`config.mk`:
```
export PLATFORM = sky130hd
export DESIGN_NAME = rf_rx_sample_source_top
export DESIGN_NICKNAME = d
export VERILOG_FILES = /design/src/hdl/rfrx_pkg.sv /design/src/hdl/rf_rx_sample_source_top.sv /design/src/hdl/rfrx_csr.sv /design/src/hdl/rfrx_ctrl.sv /design/src/hdl/rfrx_dp.sv
export VERILOG_INCLUDE_DIRS = /design/src /design/src/hdl
export SDC_FILE = /design/constraint.sdc
export NUM_CORES = 2
export LEC_CHECK = 0
export ABC_AREA = 1
export BUFFER_PORTS_ARGS = -buffer_cell sky130_fd_sc_hd__buf_2
export CAP_MARGIN = 20
export CELL_PAD_IN_SITES_DETAIL_PLACEMENT = 1
export CELL_PAD_IN_SITES_GLOBAL_PLACEMENT = 2
export CORE_ASPECT_RATIO = 0.6
export CORE_UTILIZATION = 34
export DETAILED_ROUTE_END_ITERATION = 8
export PLACE_DENSITY = 0.74
export SLEW_MARGIN = 10
export SYNTH_ARGS = -nofsm -noshare
export SYNTH_HDL_FRONTEND = slang
export SYNTH_SLANG_ARGS = --single-unit
```
`constraint.sdc`:
```
create_clock -name clock -period 12.7 [get_ports clock]
set_clock_uncertainty 0.05 [all_clocks]
set_input_delay 0.635 -clock clock [delete_from_list [all_inputs] [get_ports clock]]
set_output_delay 0.635 -clock clock [all_outputs]
set_load 0.02 [all_outputs]
```
`src/hdl/rf_rx_sample_source_top_assert.svh`:
```
// ---------------------------------------------------------------------------
// rf_rx_sample_source_top_assert.svh
// Assertion macros for the receiver sample source.
// ---------------------------------------------------------------------------
`ifndef RF_RX_SAMPLE_SOURCE_TOP_ASSERT_SVH
`define RF_RX_SAMPLE_SOURCE_TOP_ASSERT_SVH

// Same-cycle implication.
`define RFRX_ASSERT_SAME(label, clk, rst, ante, cons) \
   label: assert property (@(posedge clk) disable iff (rst) (ante) |-> (cons)) \
      else $error("rfrx same-cycle check failed");

// Next-cycle implication.
`define RFRX_ASSERT_NEXT(label, clk, rst, ante, cons) \
   label: assert property (@(posedge clk) disable iff (rst) (ante) |=> (cons)) \
      else $error("rfrx next-cycle check failed");

`endif

```
`src/hdl/rfrx_pkg.sv`:
```
`default_nettype none
// ---------------------------------------------------------------------------
// rfrx_pkg
// Shared types, constants and tables of the receiver sample source.
// ---------------------------------------------------------------------------
package rfrx_pkg;

   localparam int CELL_ENTRIES_DEF = 32;

   localparam int CSR_INDEX_W = 3;
   localparam int CSR_DATA_W  = 16;

   localparam logic [CSR_INDEX_W-1:0] REG_TONE_STEP   = 3'd0;
   localparam logic [CSR_INDEX_W-1:0] REG_NOISE_LEVEL = 3'd1;
   localparam logic [CSR_INDEX_W-1:0] REG_FULL_SCALE  = 3'd2;
   localparam logic [CSR_INDEX_W-1:0] REG_RAW_AMP     = 3'd3;
   localparam logic [CSR_INDEX_W-1:0] REG_FORCED_CHAN = 3'd4;
   localparam logic [CSR_INDEX_W-1:0] REG_USE_SYNTH   = 3'd5;
   localparam logic [CSR_INDEX_W-1:0] REG_CELL_COUNT  = 3'd6;

   typedef enum logic [1:0] {
      CMD_READ  = 2'd0,
      CMD_SYNTH = 2'd1,
      CMD_TABLE = 2'd2,
      CMD_NONE  = 2'd3
   } cmd_type;

   localparam logic [31:0] LCG_MUL   = 32'd1103515245;
   localparam logic [31:0] LCG_INC   = 32'd12345;
   localparam logic [31:0] SEED_INIT = 32'h01234567;
   localparam logic [31:0] HASH_MUL  = 32'd2654435761;
   localparam logic [15:0] DUAL_MARK = 16'h0030;
   localparam logic [9:0]  MAX_CHAN  = 10'd1023;
   localparam logic [14:0] FULL_AMP  = 15'd32767;
   // floor(x * 43 / 256) == floor(x / 6) for 0 <= x < 90
   localparam logic [5:0]  RECIP6    = 6'd43;
   localparam logic [6:0]  ATT_LIMIT = 7'd90;

   typedef struct packed {
      logic signed [4:0]  tone_step;
      logic signed [8:0]  noise_level_dbm;
      logic signed [8:0]  full_scale_dbm;
      logic signed [15:0] raw_amplitude;
      logic signed [10:0] forced_channel;
      logic               use_synth_channel;
      logic [5:0]         cell_count;
   } cfg_type;

   typedef struct packed {
      logic capture;
      logic decode;
      logic search;
      logic amp;
      logic gen;
      logic load_out;
   } ctl_cmd_type;

   typedef struct packed {
      logic is_read;
      logic raw_sel;
      logic search_done;
   } dp_sts_type;

   function automatic logic [14:0] att_frac(input logic [2:0] r);
      logic [14:0] v;
      case (r)
         3'd0:    v = 15'd32767;
         3'd1:    v = 15'd29204;
         3'd2:    v = 15'd26028;
         3'd3:    v = 15'd23197;
         3'd4:    v = 15'd20675;
         3'd5:    v = 15'd18426;
         default: v = 15'd0;
      endcase
      return v;
   endfunction

   function automatic logic signed [15:0] cos_val(input logic [3:0] ph);
      logic signed [15:0] v;
      case (ph)
         4'd0:    v = 16'sd32767;
         4'd1:    v = 16'sd30274;
         4'd2:    v = 16'sd23170;
         4'd3:    v = 16'sd12540;
         4'd4:    v = 16'sd0;
         4'd5:    v = -16'sd12540;
         4'd6:    v = -16'sd23170;
         4'd7:    v = -16'sd30274;
         4'd8:    v = -16'sd32767;
         4'd9:    v = -16'sd30274;
         4'd10:   v = -16'sd23170;
         4'd11:   v = -16'sd12540;
         4'd12:   v = 16'sd0;
         4'd13:   v = 16'sd12540;
         4'd14:   v = 16'sd23170;
         4'd15:   v = 16'sd30274;
         default: v = 16'sd0;
      endcase
      return v;
   endfunction

endpackage
`default_nettype wire

```
`src/hdl/rf_rx_sample_source_top.sv`:
```
// Sequence: a read is captured and decoded, then walks the cell table (up to
// min(cell_count, CELL_ENTRIES) entries, one per cycle through the table read
// port) unless a fixed amplitude is set, then amplitude, generate and multiply;
// rsp_valid rises once the output register is free. Others end after decode.
// Reset: synchronous, active high; clears control, registers and tone state,
// the cell table stays undefined until written.
`default_nettype none
// ---------------------------------------------------------------------------
// rf_rx_sample_source_top
// Synthetic receiver sample source: synthesizer decode, cell level table,
// tone or noise I/Q sample generation.
// ---------------------------------------------------------------------------
`include "rf_rx_sample_source_top_assert.svh"

module rf_rx_sample_source_top #(
   parameter int CELL_ENTRIES = rfrx_pkg::CELL_ENTRIES_DEF
) (
   input  wire logic                              clock,
   input  wire logic                              reset,
   // request channel
   input  wire logic                              req_valid,
   output logic                                   req_ready,
   input  wire logic [1:0]                        req_cmd,
   input  wire logic [15:0]                       req_tap_channel,
   input  wire logic [15:0]                       req_word_low,
   input  wire logic [15:0]                       req_word_high,
   input  wire logic [2:0]                        req_packing_mode,
   input  wire logic [15:0]                       req_divider_offset,
   input  wire logic [4:0]                        req_table_index,
   input  wire logic [15:0]                       req_table_channel,
   input  wire logic signed [8:0]                 req_table_level_dbm,
   // response channel
   output logic                                   rsp_valid,
   input  wire logic                              rsp_ready,
   output logic signed [15:0]                     rsp_sample,
   output logic [9:0]                             rsp_channel,
   // configuration write port
   input  wire logic                              csr_write_en,
   input  wire logic [rfrx_pkg::CSR_INDEX_W-1:0]  csr_index,
   input  wire logic [rfrx_pkg::CSR_DATA_W-1:0]   csr_wdata
);

   rfrx_pkg::cfg_type     cfg;
   rfrx_pkg::ctl_cmd_type ctl_cmd;
   rfrx_pkg::dp_sts_type  dp_sts;

   // Configuration registers; the user must write them only while no transaction is in flight (not enforced here).
   rfrx_csr u_csr (
      .clock        (clock),
      .reset        (reset),
      .csr_write_en (csr_write_en),
      .csr_index    (csr_index),
      .csr_wdata    (csr_wdata),
      .cfg          (cfg)
   );

   // Sequencer: one transaction at a time, result held in the output
   // register so the next request is taken while the sample waits.
   rfrx_ctrl u_ctrl (
      .clock     (clock),
      .reset     (reset),
      .req_valid (req_valid),
      .req_ready (req_ready),
      .rsp_valid (rsp_valid),
      .rsp_ready (rsp_ready),
      .sts       (dp_sts),
      .cmd       (ctl_cmd)
   );

   // Datapath: capture, decode, table search, amplitude, generator, scaler.
   rfrx_dp #(
      .CELL_ENTRIES (CELL_ENTRIES)
   ) u_dp (
      .clock               (clock),
      .reset               (reset),
      .cfg                 (cfg),
      .cmd                 (ctl_cmd),
      .sts                 (dp_sts),
      .req_cmd             (req_cmd),
      .req_tap_channel     (req_tap_channel),
      .req_word_low        (req_word_low),
      .req_word_high       (req_word_high),
      .req_packing_mode    (req_packing_mode),
      .req_divider_offset  (req_divider_offset),
      .req_table_index     (req_table_index),
      .req_table_channel   (req_table_channel),
      .req_table_level_dbm (req_table_level_dbm),
      .rsp_sample          (rsp_sample),
      .rsp_channel         (rsp_channel)
   );

   // A taken transaction closes the request side in the cycle after acceptance.
   `RFRX_ASSERT_NEXT(a_busy_after_accept, clock, reset, req_valid && req_ready, !req_ready)
   // Never overwrite a sample that is still waiting to be taken.
   `RFRX_ASSERT_SAME(a_no_overwrite, clock, reset, ctl_cmd.load_out, !rsp_valid || rsp_ready)
   // A loaded sample is presented in the next cycle.
   `RFRX_ASSERT_NEXT(a_load_presents, clock, reset, ctl_cmd.load_out, rsp_valid)

endmodule
`default_nettype wire

```
`src/hdl/rfrx_csr.sv`:
```
`default_nettype none
// ---------------------------------------------------------------------------
// rfrx_csr
// Configuration register file, write-only.
// ---------------------------------------------------------------------------
module rfrx_csr (
   input  wire logic                               clock,
   input  wire logic                               reset,
   input  wire logic                               csr_write_en,
   input  wire logic [rfrx_pkg::CSR_INDEX_W-1:0]   csr_index,
   input  wire logic [rfrx_pkg::CSR_DATA_W-1:0]    csr_wdata,
   output rfrx_pkg::cfg_type                       cfg
);

   rfrx_pkg::cfg_type cfg_ff;
   rfrx_pkg::cfg_type cfg_in;

   always_comb begin
      cfg_in = cfg_ff;
      if (csr_write_en) begin
         case (csr_index)
            rfrx_pkg::REG_TONE_STEP:   cfg_in.tone_step         = csr_wdata[4:0];
            rfrx_pkg::REG_NOISE_LEVEL: cfg_in.noise_level_dbm   = csr_wdata[8:0];
            rfrx_pkg::REG_FULL_SCALE:  cfg_in.full_scale_dbm    = csr_wdata[8:0];
            rfrx_pkg::REG_RAW_AMP:     cfg_in.raw_amplitude     = csr_wdata[15:0];
            rfrx_pkg::REG_FORCED_CHAN: cfg_in.forced_channel    = csr_wdata[10:0];
            rfrx_pkg::REG_USE_SYNTH:   cfg_in.use_synth_channel = csr_wdata[0];
            rfrx_pkg::REG_CELL_COUNT:  cfg_in.cell_count        = csr_wdata[5:0];
            default: ;  // drop writes beyond the register list
         endcase
      end
   end

   always_ff @(posedge clock) begin
      if (reset) begin
         cfg_ff.tone_step         <= 5'sd1;
         cfg_ff.noise_level_dbm   <= -9'sd110;
         cfg_ff.full_scale_dbm    <= -9'sd40;
         cfg_ff.raw_amplitude     <= -16'sd1;
         cfg_ff.forced_channel    <= -11'sd1;
         cfg_ff.use_synth_channel <= 1'b0;
         cfg_ff.cell_count        <= 6'd0;
      end else begin
         cfg_ff <= cfg_in;
      end
   end

   assign cfg = cfg_ff;

endmodule
`default_nettype wire

```
`src/hdl/rfrx_ctrl.sv`:
```
`default_nettype none
// ---------------------------------------------------------------------------
// rfrx_ctrl
// Sequencer: steps one transaction through decode and, for a read, search
// (skipped with a fixed amplitude), amplitude, generate and multiply phases and owns the result valid flag.
// ---------------------------------------------------------------------------
module rfrx_ctrl (
   input  wire logic                  clock,
   input  wire logic                  reset,
   input  wire logic                  req_valid,
   output logic                       req_ready,
   output logic                       rsp_valid,
   input  wire logic                  rsp_ready,
   input  rfrx_pkg::dp_sts_type       sts,
   output rfrx_pkg::ctl_cmd_type      cmd
);

   typedef enum logic [2:0] {
      ST_IDLE,
      ST_DECODE,
      ST_SEARCH,
      ST_AMP,
      ST_GEN,
      ST_MUL
   } state_type;

   state_type state_ff;
   state_type state_in;
   logic      rsp_valid_ff;
   logic      rsp_valid_in;
   logic      out_free;

   assign out_free = !rsp_valid_ff || rsp_ready;

   always_comb begin
      state_in     = state_ff;
      rsp_valid_in = rsp_valid_ff && !rsp_ready;
      cmd          = '0;
      case (state_ff)
         ST_IDLE: begin
            cmd.capture = req_valid;
            if (req_valid) state_in = ST_DECODE;
         end
         ST_DECODE: begin
            cmd.decode = 1'b1;
            if (!sts.is_read)     state_in = ST_IDLE;
            else if (sts.raw_sel) state_in = ST_AMP;
            else                  state_in = ST_SEARCH;
         end
         ST_SEARCH: begin
            cmd.search = 1'b1;
            if (sts.search_done) state_in = ST_AMP;
         end
         ST_AMP: begin
            cmd.amp  = 1'b1;
            state_in = ST_GEN;
         end
         ST_GEN: begin
            cmd.gen  = 1'b1;
            state_in = ST_MUL;
         end
         ST_MUL: begin
            // hold until the output register can take the new sample
            if (out_free) begin
               cmd.load_out = 1'b1;
               rsp_valid_in = 1'b1;
               state_in     = ST_IDLE;
            end
         end
         default: state_in = ST_IDLE;
      endcase
   end

   always_ff @(posedge clock) begin
      if (reset) begin
         state_ff     <= ST_IDLE;
         rsp_valid_ff <= 1'b0;
      end else begin
         state_ff     <= state_in;
         rsp_valid_ff <= rsp_valid_in;
      end
   end

   assign req_ready = (state_ff == ST_IDLE);
   assign rsp_valid = rsp_valid_ff;

endmodule
`default_nettype wire

```
`src/hdl/rfrx_dp.sv`:
```
`default_nettype none
// ---------------------------------------------------------------------------
// rfrx_dp
// Datapath: request capture, synthesizer decode, cell table memory with
// serial search, amplitude conversion, tone/noise generator and scaler.
// ---------------------------------------------------------------------------
module rfrx_dp #(
   parameter int CELL_ENTRIES = rfrx_pkg::CELL_ENTRIES_DEF
) (
   input  wire logic                 clock,
   input  wire logic                 reset,
   input  rfrx_pkg::cfg_type         cfg,
   input  rfrx_pkg::ctl_cmd_type     cmd,
   output rfrx_pkg::dp_sts_type      sts,
   input  wire logic [1:0]           req_cmd,
   input  wire logic [15:0]          req_tap_channel,
   input  wire logic [15:0]          req_word_low,
   input  wire logic [15:0]          req_word_high,
   input  wire logic [2:0]           req_packing_mode,
   input  wire logic [15:0]          req_divider_offset,
   input  wire logic [4:0]           req_table_index,
   input  wire logic [15:0]          req_table_channel,
   input  wire logic signed [8:0]    req_table_level_dbm,
   output logic signed [15:0]        rsp_sample,
   output logic [9:0]                rsp_channel
);

   localparam int IDX_W = (CELL_ENTRIES > 1) ? $clog2(CELL_ENTRIES) : 1;
   localparam int CNT_W = $clog2(CELL_ENTRIES + 1);

   // captured transaction
   rfrx_pkg::cmd_type  cmd_ff;
   logic [15:0]        tap_ff, lo_ff, hi_ff, off_ff, tch_ff;
   logic [2:0]         mode_ff;
   logic [4:0]         tidx_ff;
   logic signed [8:0]  tlv_ff;

   // persistent state
   logic [15:0]        synth_ff;
   logic [10:0]        last_ff;
   logic [3:0]         phase_ff;
   logic               parity_ff;
   logic [31:0]        seed_ff;

   // per-read working registers
   logic [9:0]         ch_ff;
   logic [CNT_W-1:0]   lim_ff;
   logic [CNT_W-1:0]   cnt_ff;
   logic               rd_vld_ff;
   logic [15:0]        rd_ch_ff;
   logic signed [8:0]  rd_lv_ff;
   logic signed [8:0]  level_ff;
   logic [14:0]        amp_ff;
   logic signed [15:0] op_ff;
   logic signed [15:0] sample_ff;
   logic [9:0]         chan_out_ff;

   // cell table
   logic [15:0]        cell_ch_mem [CELL_ENTRIES];
   logic signed [8:0]  cell_lv_mem [CELL_ENTRIES];

   // ---- synthesizer word decode ----
   logic [18:0] syn_n;
   logic        syn_fmt_ok;
   logic [19:0] syn_diff;
   logic        syn_ok;

   always_comb begin
      syn_n      = '0;
      syn_fmt_ok = 1'b0;
      if (mode_ff[2]) begin
         syn_fmt_ok = ((hi_ff & rfrx_pkg::DUAL_MARK) == rfrx_pkg::DUAL_MARK);
         syn_n      = {hi_ff[3:0], lo_ff[15:7], lo_ff[5:0]};
      end else if (mode_ff[1]) begin
         syn_fmt_ok = (hi_ff == 16'd0) && (lo_ff[1:0] == 2'b11);
         syn_n      = 19'({lo_ff[15:9], lo_ff[7:2]});
      end
      syn_diff = {1'b0, syn_n} - {4'd0, off_ff};
      syn_ok   = syn_fmt_ok && !syn_diff[19] && (syn_diff[18:10] == 9'd0);
   end

   // ---- channel select ----
   logic [15:0] sel_ch;
   logic [9:0]  pick_ch;
   logic [31:0] lim_int;

   always_comb begin
      sel_ch = cfg.use_synth_channel ? synth_ff : tap_ff;
      if (!cfg.forced_channel[10]) sel_ch = {6'd0, cfg.forced_channel[9:0]};
      if (sel_ch[15:10] != 6'd0) pick_ch = last_ff[10] ? 10'd0 : last_ff[9:0];
      else                       pick_ch = sel_ch[9:0];
      lim_int = (32'(cfg.cell_count) < 32'(CELL_ENTRIES)) ?
                32'(cfg.cell_count) : 32'(CELL_ENTRIES);
   end

   // ---- serial search ----
   logic issue;
   logic hit;
   logic tbl_ok;

   assign issue  = cmd.search && (cnt_ff < lim_ff);
   assign hit    = rd_vld_ff && (rd_ch_ff == {6'd0, ch_ff});
   assign tbl_ok = (32'(tidx_ff) < 32'(CELL_ENTRIES));

   always_ff @(posedge clock) begin
      if (cmd.decode && (cmd_ff == rfrx_pkg::CMD_TABLE) && tbl_ok) begin
         cell_ch_mem[IDX_W'(tidx_ff)] <= tch_ff;
         cell_lv_mem[IDX_W'(tidx_ff)] <= tlv_ff;
      end
      if (issue) begin
         rd_ch_ff <= cell_ch_mem[cnt_ff[IDX_W-1:0]];
         rd_lv_ff <= cell_lv_mem[cnt_ff[IDX_W-1:0]];
      end
   end

   // ---- amplitude ----
   logic signed [10:0] att;
   logic [12:0]        q_prod;
   logic [4:0]         oct;
   logic [6:0]         rem_full;
   logic [14:0]        amp_calc;

   always_comb begin
      att      = 11'(cfg.full_scale_dbm) - 11'(level_ff);
      q_prod   = 13'(att[6:0]) * 13'(rfrx_pkg::RECIP6);
      oct      = q_prod[12:8];
      rem_full = att[6:0] - 7'(oct * 3'd6);
      if (att[10] || (att == 11'sd0))
         amp_calc = rfrx_pkg::FULL_AMP;
      else if ((att[9:7] != 3'd0) || (att[6:0] >= rfrx_pkg::ATT_LIMIT))
         amp_calc = 15'd0;
      else
         amp_calc = rfrx_pkg::att_frac(rem_full[2:0]) >> oct;
      if (!cfg.raw_amplitude[15]) amp_calc = cfg.raw_amplitude[14:0];
   end

   // ---- generator and scaler ----
   logic               noise_mode;
   logic signed [15:0] noise_val;
   logic signed [15:0] mul_a;
   logic signed [31:0] prod;

   assign noise_mode = cfg.tone_step[4];
   assign noise_val  = {~seed_ff[31], seed_ff[30:16]};
   assign mul_a      = noise_mode ? noise_val : op_ff;
   assign prod       = mul_a * $signed({1'b0, amp_ff});

   always_ff @(posedge clock) begin
      if (cmd.capture) begin
         cmd_ff  <= rfrx_pkg::cmd_type'(req_cmd);
         tap_ff  <= req_tap_channel;
         lo_ff   <= req_word_low;
         hi_ff   <= req_word_high;
         mode_ff <= req_packing_mode;
         off_ff  <= req_divider_offset;
         tidx_ff <= req_table_index;
         tch_ff  <= req_table_channel;
         tlv_ff  <= req_table_level_dbm;
      end
      if (cmd.decode) begin
         ch_ff    <= pick_ch;
         lim_ff   <= CNT_W'(lim_int);
         cnt_ff   <= '0;
         level_ff <= cfg.noise_level_dbm;
      end else if (issue) begin
         cnt_ff <= cnt_ff + 1'b1;
      end
      if (cmd.search && hit) level_ff <= rd_lv_ff;
      if (cmd.amp) amp_ff <= amp_calc;
      if (cmd.gen) begin
         op_ff <= parity_ff ? rfrx_pkg::cos_val(phase_ff - 4'd4)
                            : rfrx_pkg::cos_val(phase_ff);
      end
      if (cmd.load_out) begin
         sample_ff   <= prod[30:15];
         chan_out_ff <= ch_ff;
      end
   end

   always_ff @(posedge clock) begin
      if (reset) begin
         synth_ff  <= 16'hFFFF;
         last_ff   <= 11'h7FF;
         phase_ff  <= 4'd0;
         parity_ff <= 1'b0;
         seed_ff   <= rfrx_pkg::SEED_INIT;
         rd_vld_ff <= 1'b0;
      end else begin
         rd_vld_ff <= issue;
         if (cmd.decode && (cmd_ff == rfrx_pkg::CMD_SYNTH) && syn_ok)
            synth_ff <= {6'd0, syn_diff[9:0]};
         if (cmd.amp && ({1'b0, ch_ff} != last_ff)) begin
            // retune: restart phase, parity and noise sequence
            last_ff   <= {1'b0, ch_ff};
            phase_ff  <= 4'd0;
            parity_ff <= 1'b0;
            seed_ff   <= rfrx_pkg::SEED_INIT ^ 32'({22'd0, ch_ff} * rfrx_pkg::HASH_MUL);
         end
         if (cmd.gen) begin
            if (noise_mode) begin
               seed_ff <= 32'(seed_ff * rfrx_pkg::LCG_MUL) + rfrx_pkg::LCG_INC;
            end else begin
               if (parity_ff) phase_ff <= phase_ff + cfg.tone_step[3:0];
               parity_ff <= !parity_ff;
            end
         end
      end
   end

   assign sts.is_read     = (cmd_ff == rfrx_pkg::CMD_READ);
   assign sts.raw_sel     = !cfg.raw_amplitude[15];
   assign sts.search_done = hit || (!rd_vld_ff && (cnt_ff >= lim_ff));

   assign rsp_sample  = sample_ff;
   assign rsp_channel = chan_out_ff;

endmodule
`default_nettype wire
```
==> results by group <==
Outcome
  – Status: complete, but fails checks
  – Violated checks: DRC

Synth
  – Post-synthesis cell count: 6637
  – Async S/R FF share, synth: 0%
  – Avg Cell Area, Syn: 10.5 sq um
  – Synth Cell Area: 69700 sq um
  – Net Count, Synth: 7727
  – Post-synth top area share: 43.1%
  – Most numerous cell in the Yosys netlist: inv_1
  – Sequential area share after synthesis: 47.1%
  – Synth Flop Type: edfxtp_1
  – Largest cells by area after synthesis: edfxtp_1 (43%), fa_1 (15%), ha_1 (7.9%), inv_1 (5.7%), o21ai_0 (4.2%)
  – Synthesis Warnings: 0
  – Synth area leader: edfxtp_1
  – #FFs+latches synth: 1140
  – Post-synth cell types: 56
  – EDFF count, synth: 1001
  – Post-synth top cells: inv_1 (1061), edfxtp_1 (1001), nand2_1 (766)

Floorplanning
  – DIE WIDTH: 587 um
  – Starting Density: 34.3%
  – Core area: 203000 sq um
  – Rows: 128
  – Die area: 207000 sq um
  – Die Y: 353 um
  – I/O pins: 151

Critical path
  – Crit-path slowest cell: dfxtp_1
  – Critical Path Max Stage Delay: 0.91 ns
  – Critical Path AT: 8.14 ns
  – R2r setup slk: 4.97 ns
  – Critical R2R Launch: u_csr.cfg[56]
  – Delay-heaviest family, CP: adder cells
  – Worst setup path startpoint: u_csr.cfg[56]
  – Critical path, cell by cell: inv_1 > nand2_1 > nand2_1 > inv_1 > nor2_1 > fa_1 > fa_1 > fa_1 > inv_1 > fa_1 > fa_1 > fa_1 > inv_1 > ha_1 > a21oi_1 > o21ai_0 > inv_1 > o21ai_0 > a221oi_1 > nand2_1 > nand2_1 > nand2_1 > xor2_1
  – CP Data Required Time: 13.12 ns
  – Worst R2R End: u_dp.rsp_sample[14]
  – Critical path startpoint category: flip-flop
  – CP Capture Point: u_dp.rsp_sample[14]
  – R2R cell count: 23
  – Setup CP Type: flip-flop to flip-flop
  – CP Buf/Inv Count: 5
  – Critical path fanouts, max: 27
  – Crit path depth: 23
  – Critical Path Most Common Cell: fa_1
  – Crit path capture type: flip-flop

Clocking
  – Setup Buffers After CTS: 0
  – Clk_lat worst skew: 0.74 ns
  – Max clock buf depth: 3
  – Num CTS Buffers: 111
  – Number of clock sinks: 1140
  – Clock-pin slew on the worst setup and hold paths: 0.07 ns
  – Root Driver: clkbuf_16
  – CTS tree: built
  – Post-CTS sizing: 0
  – H-tree Lvls: 3
  – Hold Buf Count CTS: 61

GRT
  – Initial antenna violation count: 15
  – First-pass GRT wire length: 343000 um
  – Largest net degree at the start of global routing: 126
  – GRT overflow: 0
  – Number of global-route vias before repair: 51500
  – Total track usage: 22.3%

STA
  – Fin. Hold Viols: 0
  – Max Freq: 0.129 GHz
  – Sum of negative setup slack: 0 ns
  – Final setup viols: 0
  – RSZ-0062 raised after global routing: false
  – Actual slew at the worst max-slew pin: 1.18 ns
  – Final WS setup: 4.97 ns
  – Final Max Tran Viols: 0
  – Fin crit period: 7.73 ns
  – Period utilisation layout: 60.9%
  – Worst slew margin relative to its limit: 21.0%

Run
  – Max cap viols: 0

Placed design
  – Placed insts: 9346
  – Number of port buffers: 149
  – Gpl congestion: 0.898
  – Post-DP HPWL: 161000 um
  – Place WS: 5.12 ns

Finish
  – Register area: 32900 sq um
  – Final std cells w/o fill: 9627
  – Layout cell share with drive strength beyond 1: 7.37%
  – Syn-to-layout area delta: 12.0%
  – Fillers: 22400
  – Area of the multi-input gates: 32100 sq um
  – Final net count: 7885

Worst hold path
  – Hold Startpoint: req_word_low[15]
  – Worst Hold Class: input port to flip-flop

Detailed routing
  – Per-cell routed wire length: 24.0 um
  – Remaining DRCs: 45
  – First drt pass iteration count: 7
  – Final ANT Viol Nets: 0
  – Via density: 5.17
  – Iteration-0 DRC Markers: 4500
  – Via count: 49700
  – Final wirelength: 231000 um

Power
  – Leak: 0.0319 uW
  – Maximum vdd drop: 0.330 mV
  – Power Dens Cells: 244 nW/um^2
## routing by layer
metal	up-vias	wire (um)	global-route usage, %
li1	22600	-	-
met1	25500	115000	34.8
met2	1494	91900	30.8
met3	199	19900	5.75
met4	2	3530	3.73
met5	-	11	0
## sequential cells by signal, indices dropped and copies added (netlist names), 15 cells and up, named ones only
name              cells
u_dp.off_ff          16
u_csr.cfg            57
u_dp.rsp_sample      16
u_dp.cell_lv_mem    288
u_dp.seed_ff         32
u_dp.tch_ff          16
u_dp.amp_ff          15
u_dp.hi_ff           16
u_dp.tap_ff          16
u_dp.lo_ff           16
u_dp.rd_ch_ff        16
u_dp.cell_ch_mem    512
## worst min path at each step
stage	endpoint	slack, ns	depth (start not counted)
4_1_cts	u_dp.lo_ff[15]	0.0007	1
6_report	u_dp.lo_ff[15]	0.05	1
5_1_grt	u_dp.lo_ff[15]	0.001	1
3_3_place_gp	u_csr.cfg[44]	0.38	2
2_1_floorplan	u_dp.synth_ff[14]	0.37	2
3_5_place_dp	u_dp.synth_ff[14]	0.40	2
## cell families after synthesis
| group | share of synthesized area [%] |
|---|---|
| and+or+nand+nor | 11.3 |
| xor gates and xnor gates | 1.55 |
| muxes | 0.145 |
| buffers and inverters | 7.20 |
| AOI/OAI and AO/OA | 9.63 |
| DFF | 47.1 |
| adders and majority gates | 23.1 |
## final cells by class
type | instances | area share [%]
inverters | 1081 | 5.22
flip-flops and latches | 1140 | 42.1
well taps | 2730 | 4.38
multi-input cells | 4166 | 41.2
clock inverters | 59 | 0.757
repair buffers | 295 | 2.58
diodes | 5 | 0.0160
clock buffers | 151 | 3.77
## where the power goes
group / internal [uW] / switching [uW] / leakage (uW)
combinational: 3850 / 7430 / 0.0199
sequential: 4270 / 139 / 0.0102
clock: 1800 / 1520 / 0.00172
## layout by cell type, fill, tap and decap left out, types with 18 or more instances in the layout
cell type and instances:
o211ai_1 63, nor4_1 18, nand3_1 225, fa_1 529
nor2_1 706, dfxtp_1 136, clkinv_1 29, o21ai_0 584
buf_4 80, buf_2 149, xnor2_1 50, clkbuf_1 38
dlygate4sd3_1 61, ha_1 438, nor3_1 27, a31oi_1 22
nor2_4 34, edfxtp_1 1001, clkbuf_16 111, nand2_1 766
inv_1 1060, nand4_1 60, o221ai_1 81, o22ai_1 144
a21oi_1 192, xor2_1 70
## metrics by stage
stage                     instance area, sq um  util, %  hold slack [ns]  power [uW]
after floorplan                          69700        -            0.370       12300
after CTS                                78000     38.4         0.000670       19000
final                                    78000     38.4           0.0463       19000
after global placement                   73800     36.3            0.383       15400
after global routing                     78000     38.4          0.00112       20600
after detailed placement                 73800     36.3            0.400       15600
Note: power is estimated with default switching activity, not from simulation.
